## config.mk

```make
export PLATFORM = sky130hd
export DESIGN_NAME = deadline_sorted_message_queue
export DESIGN_NICKNAME = d
export VERILOG_FILES = /design/src/hw/rtl/dsmq_pkg.sv /design/src/hw/rtl/deadline_sorted_message_queue.sv /design/src/hw/rtl/dsmq_cell.sv
export SDC_FILE = /design/constraint.sdc
export NUM_CORES = 2
export LEC_CHECK = 0
export ABC_AREA = 1
export BUFFER_PORTS_ARGS = -buffer_cell sky130_fd_sc_hd__buf_4
export CAP_MARGIN = 20
export CELL_PAD_IN_SITES_DETAIL_PLACEMENT = 1
export CELL_PAD_IN_SITES_GLOBAL_PLACEMENT = 2
export CORE_MARGIN = 1.5
export CORE_UTILIZATION = 40
export CTS_CLUSTER_SIZE = 25
export DETAILED_ROUTE_END_ITERATION = 8
export PLACE_DENSITY = 0.94
export SYNTH_ARGS = -nofsm -noshare
export SYNTH_HDL_FRONTEND = slang
export SYNTH_SLANG_ARGS = --single-unit
```

## constraint.sdc

```tcl
create_clock -name i_clk -period 12.45 [get_ports i_clk]
set_clock_uncertainty 0.05 [all_clocks]
set_input_delay 1.245 -clock i_clk [delete_from_list [all_inputs] [get_ports i_clk]]
set_output_delay 1.245 -clock i_clk [all_outputs]
set_load 0.02 [all_outputs]
```

## src/hw/rtl/dsmq_pkg.sv

```systemverilog
`default_nettype none
// ----------------------------------------------------------------------------
// dsmq_pkg
// Shared types, widths and codes for the deadline sorted message queue.
// ----------------------------------------------------------------------------
package dsmq_pkg;

    localparam int DSMQ_DEPTH = 16;

    localparam int OP_W     = 2;
    localparam int TAG_W    = 16;
    localparam int DELAY_W  = 32;
    localparam int TIME_W   = 64;
    localparam int STATUS_W = 3;
    localparam int CFG_W    = 16;

    localparam logic [CFG_W-1:0] EMPTY_WAIT_RESET = CFG_W'(1000);

    // operation codes
    localparam logic [OP_W-1:0] OP_TICK = 2'd0;
    localparam logic [OP_W-1:0] OP_ENQ  = 2'd1;
    localparam logic [OP_W-1:0] OP_POLL = 2'd2;
    localparam logic [OP_W-1:0] OP_QUIT = 2'd3;

    // result status codes
    localparam logic [STATUS_W-1:0] ST_ENQUEUED  = 3'd0;
    localparam logic [STATUS_W-1:0] ST_REJ_QUIT  = 3'd1;
    localparam logic [STATUS_W-1:0] ST_REJ_FULL  = 3'd2;
    localparam logic [STATUS_W-1:0] ST_DELIVERED = 3'd3;
    localparam logic [STATUS_W-1:0] ST_WAIT      = 3'd4;
    localparam logic [STATUS_W-1:0] ST_STOPPED   = 3'd5;
    localparam logic [STATUS_W-1:0] ST_DONE      = 3'd6;

    // one queue slot
    typedef struct packed {
        logic              valid;
        logic [TIME_W-1:0] deadline;
        logic [TAG_W-1:0]  tag;
    } t_entry;

    // command broadcast to every cell
    typedef struct packed {
        logic              enq;
        logic              pop;
        logic              clr;
        logic [TIME_W-1:0] deadline;
        logic [TAG_W-1:0]  tag;
    } t_cell_cmd;

endpackage
`default_nettype wire

```

## src/hw/rtl/deadline_sorted_message_queue.sv

```systemverilog
`default_nettype none
// ----------------------------------------------------------------------------
// deadline_sorted_message_queue
// Timed message queue kept in deadline order by a chain of compare cells.
// ----------------------------------------------------------------------------
// Each input word is one operation: tick (advance the ms counter), enqueue,
// poll or quit; each produces exactly one result word. A word is captured
// into the capture register (deadline = now + delay, or 0 for zero delay)
// and executed once the output register can take its result, where every
// cell of the chain compares its deadline against the new one in parallel
// and the chain inserts, pops or clears in place. The block holds one word
// in flight, so it takes no new word until the last one has executed. A
// stalled result stays in the output register while the next word is captured.
// Queue order: ties keep arrival order. A poll on an empty queue reports
// the empty_wait_ms register (0 reads as 1); waits beyond 32 bits saturate.
// ----------------------------------------------------------------------------
module deadline_sorted_message_queue #(
    parameter int QUEUE_DEPTH = dsmq_pkg::DSMQ_DEPTH
) (
    input  wire logic                          i_clk,
    input  wire logic                          i_rst_n,
    // config
    input  wire logic                          i_cfg_wr_en,
    input  wire logic [dsmq_pkg::CFG_W-1:0]    i_cfg_wr_data,
    // input words
    input  wire logic                          i_valid,
    output logic                               o_stall,
    input  wire logic [dsmq_pkg::OP_W-1:0]     i_op,
    input  wire logic [dsmq_pkg::TAG_W-1:0]    i_tag,
    input  wire logic [dsmq_pkg::DELAY_W-1:0]  i_delay_ms,
    // result words
    output logic                               o_valid,
    input  wire logic                          i_stall,
    output logic [dsmq_pkg::STATUS_W-1:0]      o_status,
    output logic [dsmq_pkg::TAG_W-1:0]         o_out_tag,
    output logic [dsmq_pkg::DELAY_W-1:0]       o_wait_ms
);
    import dsmq_pkg::*;

    // config and global state
    logic [CFG_W-1:0]    r_empty_wait;
    logic [TIME_W-1:0]   r_now;
    logic                r_stopped;

    // capture stage
    logic                r_busy;
    logic [OP_W-1:0]     r_op;
    logic [TAG_W-1:0]    r_tag;
    logic [TIME_W-1:0]   r_deadline;

    // output register
    logic                r_out_valid;
    logic [STATUS_W-1:0] r_status;
    logic [TAG_W-1:0]    r_out_tag;
    logic [DELAY_W-1:0]  r_wait;

    logic [STATUS_W-1:0] n_status;
    logic [TAG_W-1:0]    n_out_tag;
    logic [DELAY_W-1:0]  n_wait;
    logic                n_tick;
    logic                n_quit;

    logic                w_accept;
    logic                w_exec;
    logic [TIME_W-1:0]   w_diff;
    t_cell_cmd           w_cmd;

    t_entry              w_entry [QUEUE_DEPTH];
    logic                w_keep  [QUEUE_DEPTH];

    localparam t_entry EMPTY_ENTRY = '{valid: 1'b0, deadline: '0, tag: '0};

    assign o_stall   = r_busy;
    assign w_accept  = i_valid && !r_busy;
    assign w_exec    = r_busy && (!r_out_valid || !i_stall);

    assign o_valid   = r_out_valid;
    assign o_status  = r_status;
    assign o_out_tag = r_out_tag;
    assign o_wait_ms = r_wait;

    // cell chain; cell 0 is the queue front
    genvar gi;
    generate
        for (gi = 0; gi < QUEUE_DEPTH; gi++) begin : g_cell
            t_entry w_prev;
            t_entry w_next;
            logic   w_prev_keep;

            if (gi == 0) begin : g_head
                assign w_prev      = EMPTY_ENTRY;
                assign w_prev_keep = 1'b1;
            end else begin : g_body
                assign w_prev      = w_entry[gi-1];
                assign w_prev_keep = w_keep[gi-1];
            end

            if (gi == QUEUE_DEPTH - 1) begin : g_tail
                assign w_next = EMPTY_ENTRY;
            end else begin : g_mid
                assign w_next = w_entry[gi+1];
            end

            dsmq_cell u_cell (
                .i_clk       (i_clk),
                .i_rst_n     (i_rst_n),
                .i_cmd       (w_cmd),
                .i_prev      (w_prev),
                .i_prev_keep (w_prev_keep),
                .i_next      (w_next),
                .o_entry     (w_entry[gi]),
                .o_keep      (w_keep[gi])
            );
        end
    endgenerate

    // time left until the front word is due
    assign w_diff = w_entry[0].deadline - r_now;

    // execute: decode the captured word against the chain front
    always_comb begin
        w_cmd          = '0;
        w_cmd.deadline = r_deadline;
        w_cmd.tag      = r_tag;
        n_status       = ST_DONE;
        n_out_tag      = '0;
        n_wait         = '0;
        n_tick         = 1'b0;
        n_quit         = 1'b0;
        unique case (r_op)
            OP_TICK: begin
                n_tick = 1'b1;
            end
            OP_ENQ: begin
                if (r_stopped) begin
                    n_status = ST_REJ_QUIT;
                end else if (w_entry[QUEUE_DEPTH-1].valid) begin
                    n_status = ST_REJ_FULL;
                end else begin
                    n_status  = ST_ENQUEUED;
                    w_cmd.enq = w_exec;
                end
            end
            OP_POLL: begin
                if (r_stopped) begin
                    n_status  = ST_STOPPED;
                    w_cmd.clr = w_exec;
                end else if (!w_entry[0].valid) begin
                    n_status = ST_WAIT;
                    n_wait   = (r_empty_wait == '0) ? DELAY_W'(1)
                                                    : DELAY_W'(r_empty_wait);
                end else if (r_now < w_entry[0].deadline) begin
                    n_status = ST_WAIT;
                    n_wait   = (w_diff[TIME_W-1:DELAY_W] != '0) ? '1
                                                                : w_diff[DELAY_W-1:0];
                end else begin
                    n_status  = ST_DELIVERED;
                    n_out_tag = w_entry[0].tag;
                    w_cmd.pop = w_exec;
                end
            end
            OP_QUIT: begin
                n_quit = 1'b1;
            end
            default: begin
                n_status = ST_DONE;
            end
        endcase
    end

    // control state
    always_ff @(posedge i_clk) begin
        if (!i_rst_n) begin
            r_busy       <= 1'b0;
            r_out_valid  <= 1'b0;
            r_now        <= '0;
            r_stopped    <= 1'b0;
            r_empty_wait <= EMPTY_WAIT_RESET;
        end else begin
            if (i_cfg_wr_en) begin
                r_empty_wait <= i_cfg_wr_data;
            end
            if (w_accept) begin
                r_busy <= 1'b1;
            end else if (w_exec) begin
                r_busy <= 1'b0;
            end
            if (w_exec) begin
                r_out_valid <= 1'b1;
            end else if (r_out_valid && !i_stall) begin
                r_out_valid <= 1'b0;
            end
            if (w_exec && n_tick) begin
                r_now <= r_now + TIME_W'(1);
            end
            if (w_exec && n_quit) begin
                r_stopped <= 1'b1;
            end
        end
    end

    // payload
    always_ff @(posedge i_clk) begin
        if (w_accept) begin
            r_op       <= i_op;
            r_tag      <= i_tag;
            r_deadline <= (i_delay_ms == '0) ? '0 : r_now + TIME_W'(i_delay_ms);
        end
        if (w_exec) begin
            r_status  <= n_status;
            r_out_tag <= n_out_tag;
            r_wait    <= n_wait;
        end
    end

endmodule
`default_nettype wire

```

## src/hw/rtl/dsmq_cell.sv

```systemverilog
`default_nettype none
// ----------------------------------------------------------------------------
// dsmq_cell
// One slot of the sorted chain: holds, takes the new word, shifts, or clears.
// ----------------------------------------------------------------------------
module dsmq_cell (
    input  wire logic               i_clk,
    input  wire logic               i_rst_n,
    input  wire dsmq_pkg::t_cell_cmd i_cmd,
    input  wire dsmq_pkg::t_entry   i_prev,
    input  wire logic               i_prev_keep,
    input  wire dsmq_pkg::t_entry   i_next,
    output dsmq_pkg::t_entry        o_entry,
    output logic                    o_keep
);
    import dsmq_pkg::*;

    t_entry r_entry;
    t_entry n_entry;

    // slot stays put on insert when its deadline is not later than the new one
    assign o_keep  = r_entry.valid && (r_entry.deadline <= i_cmd.deadline);
    assign o_entry = r_entry;

    always_comb begin
        n_entry = r_entry;
        if (i_cmd.clr) begin
            n_entry.valid = 1'b0;
        end else if (i_cmd.pop) begin
            n_entry = i_next;
        end else if (i_cmd.enq && !o_keep) begin
            if (i_prev_keep) begin
                n_entry.valid    = 1'b1;
                n_entry.deadline = i_cmd.deadline;
                n_entry.tag      = i_cmd.tag;
            end else begin
                n_entry = i_prev;
            end
        end
    end

    // only the valid bit is reset; payload follows it
    always_ff @(posedge i_clk) begin
        if (!i_rst_n) begin
            r_entry.valid <= 1'b0;
        end else begin
            r_entry.valid <= n_entry.valid;
        end
        r_entry.deadline <= n_entry.deadline;
        r_entry.tag      <= n_entry.tag;
    end

endmodule
`default_nettype wire
```

# Word level (Yosys, flattened, before mapping)

Index checks and enable logic that the tools add are counted.

Register bits: 1512
Output and inout port bits: 53
Word-level logic and storage cells: 255

$add $sub $neg: 3
Order comparisons: 17
Equality and inequality tests: 3
Muxes and demuxes: 70
Bitwise operators: 4
Reduce and logical (&&, ||, !) cells: 99

Operators by type and width:

| operator                                                         | count |
|---|---|
| 81-bit 2-to-1 mux                                                | 45 |
| 64-bit <= comparator                                             | 16 |
| 32-bit 2-to-1 mux                                                | 3 |
| 80-bit 2-to-1 mux                                                | 1 |
| 64-bit by 1-bit adder with 64-bit output (second input constant) | 1 |
| 64-bit by 32-bit adder with 64-bit output                        | 1 |
| 64-bit < comparator                                              | 1 |
| 64-bit subtractor                                                | 1 |
| 1-bit logical AND                                                | 37 |
| 2-bit nonzero test                                               | 18 |
| 32-bit zero test                                                 | 1 |
| 2-bit AND reduction                                              | 16 |
| 32-bit nonzero test                                              | 1 |
| 1-bit zero test                                                  | 19 |
| 16-bit zero test                                                 | 1 |
| 16-bit 2-to-1 mux                                                | 1 |
| 1-bit 2-to-1 mux                                                 | 13 |
| 3-bit 2-to-1 mux                                                 | 4 |
| 3-bit one-hot mux with 2 select lines                            | 1 |
| 2-bit == test (second input constant)                            | 2 |
| 2-bit 2-to-1 mux                                                 | 2 |
| 1-bit NOT                                                        | 4 |
| 2-bit OR reduction                                               | 2 |
| 4-bit OR reduction                                               | 1 |
| other kinds (4)                                                  | 4 |

# Depth between registers and ports, before layout

Word-level depth: 9
Gate-level depth with buffers: 24
Mapped depth without buffers: 23

# By module

A second synthesis with hierarchy kept.

Cell total of the unflattened synthesis: 14620
Area, all modules: 110566.0 sq um

By module, submodules not included:

| module                        | times used | cells an instance | area an instance (sq um) | seq. area each (sq um) |
|---|---|---|---|---|
| dsmq_cell                     | 16         | 737               | 5786.8                   | 2422.3 |
| deadline_sorted_message_queue | 1          | 2828              | 17977.2                  | 5655.4 |

# Worst setup path after synthesis

Ideal clock, no wire load.

Path kind: reg2reg
From: reg r_deadline[63]
To: reg g_cell[1].u_cell.r_entry (netlist bit g_cell[1].u_cell.o_entry[0]), enable pin
Setup time: 631 ps
Data arrival time: 8013 ps
Data required time: 11769 ps
Slack: 3756 ps
Stages on the path, launching flop included: 16
Path buffers: 1
Clock period less this slack: 8694 ps
Cell sequence: edfxtp_1 clkbuf_1 inv_1 ha_1 nand2_1 inv_1 nand3_1 nor3_1 nand2_1 nor4_1 nand2_1 nand2_1 nand2_1 nand2_1 inv_2 o21ai_0

Word-level cells in the longest chain between the ends: 6

Ends and longest elaborated chain:

| what                          | line                                 | source |
|---|---|---|
| start, declared               | deadline_sorted_message_queue.sv:49  | `logic [TIME_W-1:0] r_deadline;` |
| start signal, assigned        | deadline_sorted_message_queue.sv:207 | `r_deadline <= (i_delay_ms == '0) ? '0 : r_now + TIME_W'(i_delay_ms);` |
| 64-bit <= comparator          | dsmq_cell.sv:22                      | `assign o_keep = r_entry.valid && (r_entry.deadline <= i_cmd.deadline);` |
| 1-bit logical AND             | dsmq_cell.sv:22                      |  |
| 1-bit zero test               | dsmq_cell.sv:31                      | `end else if (i_cmd.enq && !o_keep) begin` |
| 1-bit logical AND             | dsmq_cell.sv:31                      |  |
| 2-bit nonzero test (no line)  | n/a                                  |  |
| 2-bit AND reduction (no line) | n/a                                  |  |
| end, declared                 | dsmq_cell.sv:18                      | `t_entry r_entry;` |

No other way between the ends.
A chain may end at the register's enable or synchronous reset.

# Worst setup path in the final report

From: reg r_deadline[26]
To: reg g_cell[13].u_cell.r_entry (netlist bit g_cell[13].u_cell.o_entry[69]) (data pin)

Word-level cells in the longest chain between the ends: 5

Ends and longest elaborated chain:

| what                 | line            | source |
|---|---|---|
| 64-bit <= comparator | dsmq_cell.sv:22 |  |
| 1-bit logical AND    | dsmq_cell.sv:22 |  |
| 81-bit 2-to-1 mux    | dsmq_cell.sv:32 | `if (i_prev_keep) begin` |
| 81-bit 2-to-1 mux    | dsmq_cell.sv:31 |  |
| 81-bit 2-to-1 mux    | dsmq_cell.sv:29 | `end else if (i_cmd.pop) begin` |
| end, declared        | dsmq_cell.sv:18 |  |

No other way between the ends. The select of a mux whose other input is x is not followed.

==> results by group <==
Outcome
  • Outcome: complete, no violations

Finish
  • Most frequent cells in the layout: nand2_1, edfxtp_1, inv_1, o21ai_0, ha_1
  • Nets: 13.9k
  • Commonest non-fill, non-tap cell in the layout: nand2_1
  • Share of cells above drive strength 1: 5.31%
  • Post-layout util: around 44%
  • Post-Layout Cell Count: around 16k
  • Post-synthesis to final-layout area growth: 10.0%

Floorplan
  • Die Y: 513 µm
  • # rows: 186
  • Die Footprint: between 200000 and 300000 µm²
  • Starting Density: 40.3%
  • Io pins: 124
  • Core footprint: 258000 µm²
  • Die W: 513 µm

Worst setup path
  • Worst Path Required: 13120 ps
  • Crit path capture type: flip-flop
  • Worst EP arrival: 7830 ps
  • Critical Path Most Common Cell: nand2_1
  • CP Cell Sequence: inv_1, buf_4, ha_1, nand2_1, nor3_1, nand4_1, nor4_1, nand2_1, nand2_1, nand2_4, inv_4, buf_4, nand2_1, a31oi_1
  • Slowest stage delay, CP: 840 ps
  • Startpoint types: flip-flop
  • Setup CP Type: flip-flop to flip-flop
  • Crit Path Max Fanout: 43
  • Critical Path Slowest Stage Cell: nor4_1

Yosys
  • Synth top area share: between 40% and 50%
  • Netlist cell types: 56
  • Synth Area in XOR/XNOR: 0.447%
  • Largest family of logic cells by synthesized area: simple AND/OR/NAND/NOR gates
  • Avg Inst Size Synth: 8.04 µm²
  • Ys async rst share: 0%
  • YS warnings: 0
  • Mapped cell area: 104000 µm²
  • Synth Flop Type: edfxtp_1
  • EDFF count, synth: 1413
  • Synth Instances: 12.9k
  • Compound-Gate Fraction of Synth Area: 15.1%
  • Synth Register Bits: 1512
  • Simple-gate share of the synthesized area: 21.6%
  • Adder-cell share of the synthesized area: roughly 13%
  • Synth area leaders: edfxtp_1, nand2_1, ha_1, o21ai_0, inv_1
  • Mux cell area share after synthesis: 0%
  • Area leader, netlist: edfxtp_1
  • Syn_nets: ~14k
  • Register area share after synthesis: 42.7%

Global routing
  • First-pass GRT wire length: roughly 680000 µm
  • Maximum number of pins on one net before global-route repair: 238
  • Vias in the first global route: a little over 100k
  • GRT Residual Overflow: 0
  • Gr usage total: about 34%
  • Antenna violations before repair: 23

Clock network
  • H-tree depth: 4
  • Post-CTS sizing: 0
  • Cts hold-fix bufs: 0
  • CTS tree: built
  • Worst-path clk slew: 70 ps
  • CTS sink cnt: roughly 1.5k
  • Clock latency on the worst-skew pair: roughly 910 ps
  • Number of buffers created by CTS: ~180
  • Root Driver: clkbuf_16
  • Maximum buffer depth of the clock tree: 3
  • Post-CTS Setup Repair Bufs: 0

Drt
  • Met2 wire len: between 200000 and 250000 µm
  • Routed via count: 99.7k
  • DRT iter0 DRCs: 11.2k
  • Final wirelength: ~460000 µm
  • Drt pass-1 iters: 6
  • ANT nets after route: 0
  • Top sig layer: met5
  • DRC: 0
  • Per-cell routed wire length: between 20 and 30 µm
  • DR WL met3: 40000 µm
  • Vias per cell: 6.12
  • DRT met1 WL: 193000 µm

Placement
  • I/O Buffers: ~120
  • Routability cong.: 1.02
  • Pre-CTS WS: between 5000 and 6000 ps
  • Cell total after placement: 15.9k
  • Post-DP HPWL: 332000 µm

STA
  • Final Max Slew Viols: 0
  • Setup violations, final: 0
  • Max Clk Rate: 0.140 GHz
  • Minimum clock period: slightly above 7000 ps
  • Final hold slack: roughly 420 ps
  • Worst slew pin tran: ~1200 ps
  • Fin crit share: between 50% and 60%
  • TNS Setup: 0 ps
  • Worst slew margin: between 15 and 20%
  • Worst setup margin: 5290 ps
  • Count of final hold-check violations: 0
  • RSZ-0062 raised after global routing: no

Power and ir drop
  • Switching power: 3.65 mW
  • Share of power burned in registers: 45.0%
  • Clock power share: 43.9%
  • Logic pwr share: roughly 11%
  • PwrDens: between 100 and 150 nW/µm²
  • Peak supply drop: 0.000148 V
  • Static leakage: 49.3 nW
  • P_int: 9.36 mW
  • Sw frac: between 20 and 30%

Run
  • Max cap viols: 0

Min path
  • Min-delay worst type: flip-flop to flip-flop
[state kept, by name (all words and copies together), names as in the netlist]
register	cells
o_wait_ms	32
o_status	3
r_op	2
o_stall	1
r_stopped	1
o_valid	1
r_tag	16
g_cell.u_cell.o_entry	1296
o_out_tag	16
r_deadline	64
r_now	64
r_empty_wait	16
[per-stage QoR]
| step | total power [mW] | instance area [µm²] |
|---|---|---|
| after detailed placement | 7.35 | 108000 |
| after global placement | 7.27 | 108000 |
| final | 13.0 | 114000 |
| after floorplan | 6.71 | 104000 |
| after CTS | 13.0 | 114000 |
| after global routing | 13.3 | 114000 |
[cell usage after synthesis (all sizes together) (2+ instances only)]
cell type and count:
nand2 3693, edfxtp 1413, o21ai 1328, inv 1224
ha 1061, nor2 887, a21oi 781, nand3 592
a31oi 499, clkbuf 373, buf 286, nand4 150
nor3 125, o211ai 116, dfxtp 99, nor4 58
o21a 50, xor2 32, o221ai 23, xnor2 21
nand3b 18, o21bai 16, a211oi 14, o2111ai 13
a21boi 8, nor3b 6, a21o 5, and2 5
or2 5, and3 4, clkinv 4, nor4b 4
a31o 3, o31ai 3, a41oi 2, fa 2
o221a 2, o311ai 2
[power by group through the flow]
| stage | Combinational, mW | Clock, mW | Sequential [mW] |
|---|---|---|---|
| floorplan | 0.827 | 0 | 5.88 |
| global placement | 1.32 | 0 | 5.95 |
| detailed placement | 1.39 | 0 | 5.96 |
| CTS | 1.40 | 5.74 | 5.85 |
| global route | 1.55 | 5.90 | 5.87 |
| finish | 1.44 | 5.72 | 5.86 |
[worst paths after layout]
path	from	endpoint	slack (ps)	depth (start not counted)
worst min-delay path	r_now[36]$_SDFFE_PN0P_	r_now[36]$_SDFFE_PN0P_	420	1
worst max-delay path	r_deadline[26]$_SDFFCE_PN0P_	g_cell[13].u_cell.o_entry[69]$_DFFE_PP_	5290	14
worst min register to register	r_now[36]$_SDFFE_PN0P_	r_now[36]$_SDFFE_PN0P_	420	1
worst max register to register	r_deadline[26]$_SDFFCE_PN0P_	g_cell[13].u_cell.o_entry[69]$_DFFE_PP_	5290	14
[metal layers]
metal / track usage, % / vias up
li1: - / 44211
met1: 46.4 / 49905
met2: 53.8 / 4611
met3: 5.55 / 986
met4: 15.8 / 10
met5: 0 / -
[critical path: cells and delay by family, from the launching register on]
kind                       cells  cell delay [ps]
AOI/OAI and AO/OA              1              270
adders and majority gates      1              300
buffers and inverters          4             2360
DFF                            1              720
and+or+nand+nor                8             3150
[cells by family (layout without fill, tap and decap cells)]
logic type	Yosys count	in the layout
and+or+nand+nor	5549	5549
AOI/OAI and AO/OA	2866	2866
buffers and inverters	1887	1869
DFF	1512	1512
adders and majority gates	1063	1063
xor gates and xnor gates	53	53
other	0	5
[final cells by class]
cell class | count | area, µm²
antenna | 5 | 12.5
clock buffer | 221 | 4800
clock inverter | 120 | 1430
fill | 30762 | 143000
inverter | 1228 | 4640
multi-input combinational | 9531 | 52400
sequential | 1512 | 44400
tap | 3384 | 4230
timing repair buffer | 300 | 2430
(Power assumes the default switching activity.)
